[src/hdl/gcdist_pkg.sv]
// Shared types, widths, constants and helper functions of the great-circle distance unit.
// Every other file refers to this package by scoped names; it depends on nothing.
package gcdist_pkg;

    // Fraction bits of the internal fixed-point values: signed Q3.F (W) and unsigned Q1.F (UW).
    localparam int F = 30;
    localparam int W = F + 4;
    localparam int UW = F + 1;

    localparam int LAT_W = 28;
    localparam int LON_W = 29;
    localparam int DIST_W = 25;
    localparam int MAG_W = 28;
    localparam int HR_W = 36;
    localparam int TR_W = 24;
    localparam int ZW = W - 1;

    localparam int QUEUE_DEPTH = 4;
    localparam int QPTR_W = $clog2(QUEUE_DEPTH);

    localparam int SQ_STEPS = F + 1;
    localparam int SQ_REM_W = F + 3;
    localparam int SQ_ROOT_W = F + 2;
    localparam int SQ_RAD_W = 2 * F + 2;

    localparam logic [63:0] PI_Q62 = 64'hC90FDAA22168C234;
    localparam logic [HR_W-1:0] HALF_RAD_Q62 = HR_W'(PI_Q62 / 64'd360000000);
    localparam int RAD_SH = 62 - F;
    localparam logic [MAG_W+HR_W:0] RAD_ROUND = (MAG_W + HR_W + 1)'(64'd1 << (61 - F));

    localparam logic signed [LAT_W-1:0] LAT_MAX = LAT_W'(90000000);
    localparam logic signed [LON_W-1:0] LON_MAX = LON_W'(180000000);
    localparam logic [MAG_W:0] HALF_TURN = (MAG_W + 1)'(180000000);
    localparam logic [MAG_W:0] FULL_TURN = (MAG_W + 1)'(360000000);

    localparam logic [UW-1:0] ONE_Q = {1'b1, {F{1'b0}}};
    localparam logic [TR_W-1:0] TWO_RADIUS_M = TR_W'(12742000);
    localparam logic [DIST_W-1:0] DIST_MAX = DIST_W'(20015087);

    typedef struct packed {
        logic [MAG_W-1:0] dlat;
        logic [MAG_W-1:0] dlon;
        logic [MAG_W-1:0] lat1x2;
        logic [MAG_W-1:0] lat2x2;
    } pair_item_t;

    typedef logic [F-1:0][W-1:0] atan_tab_t;

    function automatic logic [63:0] rshift_round(input logic [63:0] v, input int s);
        logic [63:0] r;
        if (s == 0)
        begin
            r = v;
        end
        else
        begin
            r = (v + (64'd1 << (s - 1))) >> s;
        end
        return r;
    endfunction

    localparam logic signed [W-1:0] CORDIC_X0 = W'(rshift_round(64'd667681663043, 40 - F));

    // Restoring long division, used only while the constant table is built.
    function automatic logic [63:0] div_u64(input logic [63:0] num, input logic [63:0] den);
        logic [64:0] rem;
        logic [63:0] quo;
        rem = '0;
        quo = '0;
        for (int b = 63; b >= 0; b--)
        begin
            rem = {rem[63:0], num[b]};
            if (rem >= {1'b0, den})
            begin
                rem = rem - {1'b0, den};
                quo[b] = 1'b1;
            end
        end
        return quo;
    endfunction

    // atan(2^-i) from its power series (pi/4 for i = 0), in Q62, then rounded to Q.F.
    function automatic atan_tab_t build_atan();
        atan_tab_t tab;
        logic [64:0] t;
        logic [63:0] term;
        logic [63:0] den;
        int sh;
        for (int i = 0; i < F; i++)
        begin
            t = '0;
            if (i == 0)
            begin
                t = {1'b0, PI_Q62 >> 2};
            end
            else
            begin
                for (int k = 0; i * (2 * k + 1) <= 62; k++)
                begin
                    sh = 62 - i * (2 * k + 1);
                    den = 64'(2 * k + 1);
                    term = div_u64(64'd1 << sh, den);
                    if (k[0])
                    begin
                        t = t - {1'b0, term};
                    end
                    else
                    begin
                        t = t + {1'b0, term};
                    end
                end
            end
            t = (t + (65'd1 << (61 - F))) >> (62 - F);
            tab[i] = W'(t);
        end
        return tab;
    endfunction

    localparam atan_tab_t ATAN_TAB = build_atan();

    function automatic logic [UW-1:0] clamp_unit(input logic signed [W-1:0] v);
        logic [UW-1:0] r;
        if (v[W-1])
        begin
            r = '0;
        end
        else if (v > $signed({{(W - UW){1'b0}}, ONE_Q}))
        begin
            r = ONE_Q;
        end
        else
        begin
            r = v[UW-1:0];
        end
        return r;
    endfunction

    function automatic logic [UW-1:0] mul_round(input logic [UW-1:0] a, input logic [UW-1:0] b);
        logic [2*UW-1:0] p;
        p = {{UW{1'b0}}, a} * {{UW{1'b0}}, b};
        p = p + (2 * UW)'(64'd1 << (F - 1));
        return UW'(p >> F);
    endfunction

    function automatic logic signed [W-1:0] to_rad(input logic [MAG_W-1:0] m);
        logic [MAG_W+HR_W-1:0] p;
        logic [MAG_W+HR_W:0] s;
        p = {{HR_W{1'b0}}, m} * {{MAG_W{1'b0}}, HALF_RAD_Q62};
        s = {1'b0, p} + RAD_ROUND;
        return W'(s >> RAD_SH);
    endfunction

endpackage

[src/hdl/gcdist_queue.sv]
// Short queue that decouples the front end from the arithmetic back end.
// Depends on gcdist_pkg for the item type and depth.
module gcdist_queue (
    input  logic                   clk,
    input  logic                   rst_n,
    input  logic                   in_valid,
    output logic                   in_ready,
    input  gcdist_pkg::pair_item_t in_item,
    output logic                   out_valid,
    input  logic                   out_take,
    output gcdist_pkg::pair_item_t out_item
);

    gcdist_pkg::pair_item_t slot_reg [gcdist_pkg::QUEUE_DEPTH];
    logic [gcdist_pkg::QPTR_W-1:0] wr_ptr_reg;
    logic [gcdist_pkg::QPTR_W-1:0] rd_ptr_reg;
    logic [gcdist_pkg::QPTR_W:0] count_reg;
    logic [gcdist_pkg::QPTR_W:0] count_next;
    logic wr;
    logic rd;

    assign in_ready = count_reg != (gcdist_pkg::QPTR_W + 1)'(gcdist_pkg::QUEUE_DEPTH);
    assign out_valid = count_reg != '0;
    assign wr = in_valid && in_ready;
    assign rd = out_take && out_valid;
    assign out_item = slot_reg[rd_ptr_reg];

    always_comb
    begin
        count_next = count_reg;
        if (wr && !rd)
            count_next = count_reg + 1'b1;
        else if (rd && !wr)
            count_next = count_reg - 1'b1;
    end

    always_ff @(posedge clk or negedge rst_n)
    begin
        if (!rst_n)
        begin
            wr_ptr_reg <= '0;
            rd_ptr_reg <= '0;
            count_reg <= '0;
        end
        else
        begin
            count_reg <= count_next;
            if (wr)
                wr_ptr_reg <= wr_ptr_reg + 1'b1;
            if (rd)
                rd_ptr_reg <= rd_ptr_reg + 1'b1;
        end
    end

    always_ff @(posedge clk)
    begin
        if (wr)
            slot_reg[wr_ptr_reg] <= in_item;
    end

endmodule

[config.mk]
export PLATFORM = sky130hd
export DESIGN_NAME = gcdist_queue
export DESIGN_NICKNAME = d
export VERILOG_FILES = /design/src/hdl/gcdist_pkg.sv /design/src/hdl/gcdist_queue.sv
export SDC_FILE = /design/constraint.sdc
export NUM_CORES = 1
export LEC_CHECK = 0
export ABC_AREA = 1
export ABC_CLOCK_PERIOD_IN_PS = 7700
export BUFFER_PORTS_ARGS = -buffer_cell sky130_fd_sc_hd__clkbuf_2
export CORE_MARGIN = 1
export CORE_UTILIZATION = 35
export DETAILED_ROUTE_END_ITERATION = 7
export GPL_TIMING_DRIVEN = 0
export PLACE_DENSITY_LB_ADDON = 0.1
export SETUP_SLACK_MARGIN = 0.1
export SLEW_MARGIN = 20
export SYNTH_ARGS = -nofsm -noshare
export SYNTH_HDL_FRONTEND = slang
export SYNTH_SLANG_ARGS = --single-unit
[constraint.sdc]
create_clock -name clk -period 7.7 [get_ports clk]
set_input_delay 0.385 -clock clk [delete_from_list [all_inputs] [get_ports clk]]
set_output_delay 0.385 -clock clk [all_outputs]
set_load 0.01 [all_outputs]
==> results.sh <==
export IMPL_cp_max_fo=10
export IMPL_chipWidth_um=229
export IMPL_syn_area_um2=18100
export IMPL_yosysTopAreaCell="edfxtp_1"
export IMPL_antenna_found_initial=9
export IMPL_wl_um=45700
export IMPL_die_area_um2=52600
export IMPL_cts_buffers=49
export IMPL_hp_class="in -> reg"
export IMPL_cts_max_level=2
export IMPL_hpwl_um=30000
export IMPL_dr_total_vias=11200
export IMPL_peakVddDrop_mv=0.163
export IMPL_initial_utilization_pct=35.8
export IMPL_path_cells="buf_2 -> inv_2 -> clkbuf_1 -> o211ai_1 -> nand2_1 -> clkbuf_2"
export IMPL_maxCapViolCount=0
export IMPL_drtAntennaViolNets=0
export IMPL_slowest_delay_ns=0.59
export IMPL_leakagePower_nw=9.13
export IMPL_crit_path_end_kind="output pin"
export IMPL_finalMaxSlewViolations=0
export IMPL_gp_congestion=0.724
export IMPL_cts_buffer_depth=3
export IMPL_syn_nets=1488
export IMPL_grt_pass1_vias=11100
export IMPL_setup_tns_ns=0
export IMPL_worst_pin_slew_ns=0.774
export IMPL_multiInputGateArea_um2=3190
export IMPL_core_area_um2=50600
export IMPL_grt_util_all_layers_pct=17.6
export IMPL_nNetsFinal=1833
export IMPL_drcViolationCount=0
export IMPL_grt_max_degree=22
export IMPL_io_buffer_count=229
export IMPL_path_class="reg -> out"
export IMPL_synthCells=1366
export IMPL_ys_warn_count=0
export IMPL_rsz0062_at_grt="false"
export IMPL_regToRegSetupSlack_ns=5.02
export IMPL_period_share_pct=34.8
export IMPL_ys_seq_area_share_pct=75.3
export IMPL_synth_seq_cells=455
export IMPL_critPathSlowestCell="clkbuf_1"
export IMPL_drt_initial_drc_count=634
export IMPL_ys_types=18
export IMPL_finalSetupViolCount=0
export IMPL_io_pins=230
export IMPL_synth_top_cell_area_share_pct=74.4
export IMPL_drive_above_1_share_pct=21.5
export IMPL_fin_skew_ns=0.0147
export IMPL_status="finished clean"
export IMPL_fin_cells=2426
export IMPL_register_area_um2=13600
export IMPL_timing_rr_end="slot_reg[0][32]"
export IMPL_path_delay_family="buffers and inverters"
export IMPL_routed_via_density=4.60
export IMPL_min_from="in_item[26]"
export IMPL_post_cts_buffers=0
export IMPL_overflow=0
export IMPL_worst_path_buf_inv=4
export IMPL_syn_to_final_growth_pct=24.9
export IMPL_r2r_start="count_reg[0]"
export IMPL_clk_latency_ns=0.57
export IMPL_worst_setup_path_start_kind="register"
export IMPL_grt_pass1_wl_um=69100
export IMPL_fillers=4678
export IMPL_hold_path_end="slot_reg[3][26]"
export IMPL_finalCriticalPeriod_ns=2.68
export IMPL_holdPathStages=1
export IMPL_numClockSinks=455
export IMPL_post_drt_wl_per_cell_um=18.8
export IMPL_final_core_util_pct=44.7
export IMPL_synth_area_top_cells="edfxtp_1 74%, o211ai_1 9.3%, nand2_1 7.3%"
export IMPL_crit_arrival_ns=2.30
export IMPL_worstRegToRegCells=7
export IMPL_hold_viol=0
export IMPL_cts_tree="done"
export IMPL_place_inst=2291
export IMPL_startpoint="rd_ptr_reg[1]"
export IMPL_die_h_um=229
export IMPL_drt_pass1_iterations=5
export IMPL_cts_root_buf="clkbuf_16"
export IMPL_power_density_nw_per_um2=387
export IMPL_clk_pin_slew_ns=0.06
export IMPL_max_freq_ghz=0.373
export IMPL_syn_avg_cell_area_um2=13.2
export IMPL_rows=82
export IMPL_largest_reg_flops=448
export IMPL_slew_headroom_pct=48.3
export IMPL_critPathRequiredTime_ns=7.32
-- worst max path at each step --
| stage | slack, ns | cells after the start | endpoint |
|---|---|---|---|
| finish | 5.02 | 6 | out_item[19] |
| global route | 4.80 | 7 | slot_reg[0][24] |
| CTS | 4.92 | 6 | out_item[19] |
| detailed placement | 4.98 | 7 | slot_reg[0][27] |
| global placement | -2.97 | 4 | slot_reg[0][53] |
| floorplan | 1.63 | 4 | slot_reg[0][0] |
-- cell usage in the layout (no fill, tap or decap), types with 2 or more instances in the layout --
| cell type | count |
|---|---|
| buf_1 | 4 |
| buf_12 | 11 |
| buf_16 | 13 |
| buf_2 | 49 |
| buf_4 | 9 |
| buf_6 | 4 |
| bufinv_16 | 2 |
| clkbuf_1 | 34 |
| clkbuf_16 | 51 |
| clkbuf_2 | 229 |
| clkinv_1 | 10 |
| dfrtp_1 | 7 |
| diode_2 | 2 |
| dlygate4sd3_1 | 41 |
| edfxtp_1 | 448 |
| ha_1 | 5 |
| inv_1 | 237 |
| inv_2 | 2 |
| nand2_1 | 354 |
| nand3_1 | 7 |
| nor2_4 | 4 |
| o211ai_1 | 224 |
-- worst reg2reg max path, stage by stage, from the launching register on --
cell and delay, ns:
dfrtp_1 0.41, inv_1 0.08, nand3_1 0.17, nand2_1 0.31, nor2_4 0.70, buf_12 0.27
buf_12 0.21, buf_12 0.21
-- cells in the mapped netlist, drive strengths merged --
library cell	n
xnor2	1
nor2	4
clkbuf	8
inv	239
nand4	1
o211ai	224
ha	5
nand2	354
fa	1
edfxtp	448
dfrtp	7
o21ai	1
buf	66
nand3	7
-- where the power goes --
group / switching, mW / internal [mW]
clock: 0.917 / 1.30
sequential: 0.0955 / 3.25
combinational: 2.13 / 1.07
total: 3.14 / 5.61
-- layout make-up --
cell class	count	area share, %
sequential	455	60.3
multi-input combinational	598	14.1
timing repair buffer	294	9.44
clock buffer	78	6.14
inverter	239	3.97
tap	672	3.72
buffer	74	1.78
clock inverter	14	0.493
antenna	2	0.0221
-- timing repair --
item                      4_1_cts  5_1_grt
hold endpoints to repair      157        0
hold buffers                   41        0
resized for setup               0        0
-- cell families (layout without fill, tap and decap cells) --
| kind of cell | count (synthesis) | in the layout | synth area share, % |
|---|---|---|---|
| xor+xnor | 1 | 1 | 0.0484 |
| flops | 455 | 455 | 75.3 |
| fa+ha+maj | 6 | 6 | 0.456 |
| buf+inv | 313 | 699 | 7.19 |
| compound gates | 225 | 225 | 9.32 |
| simple gates | 366 | 366 | 7.66 |
| other cells | 0 | 2 | 0 |
-- stage by stage --
step	hold slack, ns	worst slack (ns)	total power, mW	cell area [um^2]
floorplan	0.0894	1.63	5.20	18100
global placement	0.243	-2.97	6.65	20100
detailed placement	0.249	4.98	6.69	20700
CTS	0.0000195	4.92	8.94	22600
global route	0.0130	4.80	9.31	22600
finish	0.0377	5.02	8.75	22600
-- layer usage --
metal / GRT usage (%) / wire length (um) / vias to the layer above
met5: 0 / 62 / -
li1: - / - / 5479
met1: 23.6 / 20400 / 5365
met4: 5.35 / 844 / 10
met3: 3.47 / 2340 / 65
met2: 28.9 / 22000 / 234
Note: power is estimated with default switching activity, not from simulation.
